`config.mk`:
```
export PLATFORM = sky130hd
export DESIGN_NAME = svd_sector
export DESIGN_NICKNAME = d
export VERILOG_FILES = /design/src/rtl/svd_pkg.sv /design/src/rtl/svd_sector.sv
export SDC_FILE = /design/constraint.sdc
export NUM_CORES = 1
export LEC_CHECK = 0
export BUFFER_PORTS_ARGS = -buffer_cell sky130_fd_sc_hd__buf_4
export CORE_ASPECT_RATIO = 1.25
export CORE_MARGIN = 4
export CORE_UTILIZATION = 43
export DETAILED_ROUTE_END_ITERATION = 6
export GPL_TIMING_DRIVEN = 0
export PLACE_DENSITY_LB_ADDON = 0.05
export SLEW_MARGIN = 20
export SYNTH_ARGS = -nofsm -noshare
export SYNTH_HDL_FRONTEND = slang
export SYNTH_SLANG_ARGS = --single-unit
```
`constraint.sdc`:
```
create_clock -name clk -period 12.52 [get_ports clk]
set_clock_uncertainty 0.15 [all_clocks]
set_input_delay 2.504 -clock clk [delete_from_list [all_inputs] [get_ports clk]]
set_output_delay 2.504 -clock clk [all_outputs]
set_load 0.05 [all_outputs]
```
`src/rtl/svd_pkg.sv`:
```
// types, constants and the sine table for the svpwm duty pipeline
package svd_pkg;

  localparam int ANGLE_BITS = 16;
  localparam int SINE_DEPTH = 1024;
  localparam int IDX_BITS = $clog2(SINE_DEPTH);

  localparam longint unsigned SIN_A = 64'd51472;
  localparam longint unsigned SIN_B = 64'd21024;
  localparam longint unsigned SIN_C = 64'd2320;

  // sqrt(3)/2 in q16, as an 18-bit signed operand
  localparam logic signed [17:0] HALF_ROOT3 = 18'sd56756;

  // register indexes
  localparam logic [1:0] REG_DUTY_GAIN = 2'd0;
  localparam logic [1:0] REG_PWM_PERIOD = 2'd1;
  localparam logic [15:0] PERIOD_RESET = 16'd4200;

  localparam logic [2:0] SECTOR_START = 3'd3;
  localparam logic [2:0] SECTOR_FOLD = 3'd7;

  typedef struct packed {
    logic [15:0] rotor_angle;
    logic signed [15:0] volt_d;
    logic signed [15:0] volt_q;
  } cmd_t;

  typedef struct packed {
    logic [15:0] compare_u;
    logic [15:0] compare_v;
    logic [15:0] compare_w;
    logic [2:0] sector_number;
    logic duty_clamped;
  } result_t;

  // alpha/beta word between rotation and sector stages
  typedef struct packed {
    logic valid;
    logic signed [17:0] alpha;
    logic signed [17:0] beta;
  } ab_t;

  // phase terms between sector and duty stages
  typedef struct packed {
    logic valid;
    logic signed [37:0] ta;
    logic signed [37:0] tb;
    logic signed [37:0] tc;
    logic [2:0] sector;
  } phase_t;

  typedef logic signed [15:0] sine_tab_t [SINE_DEPTH];

  // quarter-wave fifth-order polynomial, saturated
  function automatic longint unsigned quarter_sine(longint unsigned z);
    longint unsigned z2;
    longint unsigned t;
    z2 = (z * z) >> 15;
    t = (SIN_C * z2) >> 15;
    t = SIN_B - t;
    t = (t * z2) >> 15;
    t = SIN_A - t;
    t = (z * t) >> 15;
    return (t > 64'd32767) ? 64'd32767 : t;
  endfunction

  // full-turn q15 table
  function automatic sine_tab_t build_sine_tab();
    sine_tab_t tab;
    longint unsigned ph;
    longint unsigned q;
    longint unsigned f;
    longint unsigned z;
    longint unsigned s;
    for (int i = 0; i < SINE_DEPTH; i++) begin
      ph = ((longint'(i)) << 32) / SINE_DEPTH;
      q = (ph >> 30) & 64'd3;
      f = (ph >> 15) & 64'h7FFF;
      z = q[0] ? (64'd32768 - f) : f;
      s = quarter_sine(z);
      tab[i] = q[1] ? -$signed(s[15:0]) : $signed(s[15:0]);
    end
    return tab;
  endfunction

  localparam sine_tab_t SINE_TAB = build_sine_tab();

endpackage

```
`src/rtl/svd_sector.sv`:
```
// u1/u2/u3 terms, sector search and phase term selection
module svd_sector (
  input  logic clk,
  input  logic rst,
  input  svd_pkg::ab_t ab,
  output svd_pkg::phase_t ph
);

  logic signed [35:0] mul_a;
  logic signed [37:0] u1;
  logic signed [37:0] u2;
  logic v4;
  logic signed [37:0] u3;
  logic [2:0] sec_mid;
  logic [2:0] sector;

  assign mul_a = ab.alpha * svd_pkg::HALF_ROOT3;

  // stage 4: u1 and u2
  always_ff @(posedge clk) begin
    u1 <= 38'(ab.beta) <<< 16;
    u2 <= (38'(ab.beta) <<< 15) + 38'(mul_a);
    if (rst) begin
      v4 <= 1'b0;
    end else begin
      v4 <= ab.valid;
    end
  end

  // sector from the sign tests
  always_comb begin
    u3 = u2 - u1;
    sec_mid = svd_pkg::SECTOR_START;
    if (u2 > 0) sec_mid = sec_mid - 3'd1;
    if (u3 > 0) sec_mid = sec_mid - 3'd1;
    sector = (u1 < 0) ? (svd_pkg::SECTOR_FOLD - sec_mid) : sec_mid;
  end

  // stage 5: phase terms
  always_ff @(posedge clk) begin
    ph.sector <= sector;
    case (sector)
      3'd1, 3'd4: begin
        ph.ta <= u2;
        ph.tb <= u1 - u3;
        ph.tc <= -u2;
      end
      3'd2, 3'd5: begin
        ph.ta <= u3 + u2;
        ph.tb <= u1;
        ph.tc <= -u1;
      end
      default: begin
        ph.ta <= u3;
        ph.tb <= -u3;
        ph.tc <= -(u1 + u2);
      end
    endcase
    if (rst) begin
      ph.valid <= 1'b0;
    end else begin
      ph.valid <= v4;
    end
  end

endmodule

```
==> results_dict.tcl <==
set metrics [dict create \
    cp_max_fo 7 \
    hold_depth 1 \
    fin_crit_sh_pct 79.3 \
    cts.sinks 162 \
    yosys_warnings 0 \
    die_h_um 240 \
    tightest_slew_ns 1.09 \
    syn_to_final_growth_pct 13.3 \
    ioPinCount 157 \
    fin_nets 2780 \
    port_buffers 150 \
    fmax_mhz 101 \
    post-cts-setup-buffers 0 \
    cts.path.max_buffers 2 \
    grt.overflow.total 0 \
    numCtsBuffers 17 \
    ctsHoldBuffers 0 \
    ant_nets 0 \
    cts_resized 0 \
    synth.cell_area_sq_mm 0.0185 \
    setup_viol 0 \
    cts.htree.levels 4 \
    relSlewSlack_pct 27.4 \
    ys_ff_latch 162 \
    ys_seq_area_share_pct 17.5 \
    path_clk_slew_ns 0.07 \
    hold_class "reg2reg" \
    cts_root_buf "clkbuf_16" \
    gp_congestion 0.914 \
    grt_max_degree 19 \
    rows 84 \
    clk_latency_ns 0.46 \
    cp_top_family "adder cells" \
    grt_pass1_wl_um 85700 \
    fillers 4281 \
    ff2ff_setup_slack_ns 4.93 \
    coreArea_sq_mm 0.0423 \
    via_per_inst 5.37 \
    grt_pass1_vias 15751 \
    mostFrequentLayoutCell "inv_1" \
    critPathRequiredTime_ns 12.77 \
    drive_above_1_share_pct 10.5 \
    die-area_sq_mm 0.0464 \
    max_stage_delay_ns 0.56 \
    whs_endpoint "ph[117]" \
    cp-end-kind "flip-flop" \
    dp_hpwl_um 46800 \
    slew_violations 0 \
    worst_path_max_delay_cell "fa_1" \
    finalHoldViolCount 0 \
    final_cell_mix "359 x inv_1, 263 x ha_1, 162 x dfxtp_1" \
    postRouteWirelength_um 55200 \
    num_vias 15634 \
    path_buf_inv 4 \
    r2r-start "u2[16]" \
    cp_common_cell "fa_1" \
    path_class "in2reg" \
    die_x_um 193 \
    tritoncts "yes" \
    fin_setup_tns_ns 0 \
    cp_num_cells 32 \
    cp-startpoint "ab[25]" \
    routedWlPerCell_um 19.0 \
    r2r-end "ph[64]" \
    initialDrtViolationCount 764 \
    synth_cell_types 90 \
    postSynthCellCount 2165 \
    synth_edf_count 0 \
    rr_worst_depth 22 \
    start_util_pct 43.7 \
    period_minus_slack_ns 9.93 \
    arrival_ns 10.19 \
    avgSynthCellArea_sq_um 8.54 \
    drc 0 \
    rsz0062_at_grt "no" \
    startpoint_type "input pin" \
    ys.flop_type "dfxtp_1" \
    grt_antenna_before_repair 3 \
    maxCapViolations 0 \
    min_from "v4" \
    status "completed" \
    ys_async_sr_fraction_pct 0 \
    dr.pass1.iters 5 \
    grt_util_all_layers_pct 23.3 \
]
==> how the worst max path moves through the flow <==
stage                  end  slack, ns
detailed placement  u2[35]       2.09
finish              u2[35]       2.59
CTS                 u2[35]       2.56
floorplan           u2[35]       3.03
global placement    u2[35]       2.18
global route        u2[35]       2.08
==> per-layer routing <==
metal	share of wire (%)	track usage [%]	vias to the layer above
met5	0.060	0	-
met2	50	42.1	354
met4	2.3	6.53	4
met3	4.2	2.90	74
li1	-	-	7737
met1	44	29.4	7465
==> stage by stage <==
step                cell area, sq um  hold WS, ns  cells  worst slack (ns)  utilization, %
detailed placement             20300        0.288   2879              2.09            48.1
finish                         20900        0.301   2912              2.59            49.5
CTS                            20900        0.305   2911              2.56            49.5
global route                   20900        0.321   2911              2.08            49.5
floorplan                      18500        0.264   2170              3.03               -
global placement               20300        0.287   2879              2.18            48.1
==> registers in the layout, summed over array words and instances, names as in the netlist <==
name,flops
v4,1
u1,18
ph,109
u2,34
==> cell usage after synthesis (all sizes together), types with 10 or more instances <==
master | number | area, sq um
mux2i | 10 | 100
a21o | 52 | 390
or3 | 12 | 85.1
o211ai | 11 | 87.6
xnor2 | 137 | 1240
o21ai | 118 | 591
or2 | 10 | 62.6
buf | 18 | 105
o21bai | 19 | 143
a22oi | 30 | 225
xor2 | 43 | 377
nor2b | 32 | 205
nand2b | 20 | 125
and2 | 10 | 62.6
nor4 | 17 | 125
nand4 | 20 | 131
a31oi | 17 | 106
nor2 | 136 | 515
o31ai | 12 | 95.1
o221ai | 17 | 149
a211oi | 15 | 118
nand2 | 105 | 399
a2111oi | 10 | 87.6
a21oi | 112 | 564
clkbuf | 29 | 109
o22ai | 20 | 125
inv | 362 | 1360
nand3 | 46 | 235
o21a | 18 | 135
ha | 263 | 3290
fa | 139 | 2780
dfxtp | 162 | 3240
nor3 | 49 | 245
==> layout make-up <==
cell class	count	area (sq um)	share of cell area [%]
clock inverter	15	169	0.807
inverter	362	1360	6.49
multi-input combinational	1599	13700	65.4
buffer	47	214	1.02
timing repair buffer	150	1130	5.38
sequential	162	3240	15.5
tap	559	699	3.34
clock buffer	17	425	2.03
antenna	1	2.50	0.0120
==> worst register-to-register path, stage by stage (launching register included) <==
cell       delay, ns
dfxtp_1         0.53
inv_1           0.17
ha_1            0.23
inv_1           0.07
fa_1            0.21
nor2b_2         0.23
o211ai_2        0.16
a2111oi_0       0.59
nor3_1          0.13
xnor2_1         0.46
nand4_1         0.24
nor2b_1         0.29
or4b_1          0.52
and2_1          0.19
ha_1            0.24
inv_1           0.17
nand2_1         0.08
and2_1          0.19
or2_2           0.36
nand2_1         0.45
clkbuf_1        0.59
clkbuf_1        0.73
o221ai_1        0.40
==> cell families after synthesis <==
| kind of cell | synth area share, % |
|---|---|
| xor+xnor | 8.77 |
| compound gates | 18.5 |
| flops | 17.5 |
| other cells | 0.0203 |
| fa+ha+maj | 32.9 |
| mux | 0.602 |
| buf+inv | 8.51 |
| simple gates | 13.2 |
Power is left out: the tool's default activity adds up to more than one toggle a clock period on the data nets, which glitch-free logic cannot reach.
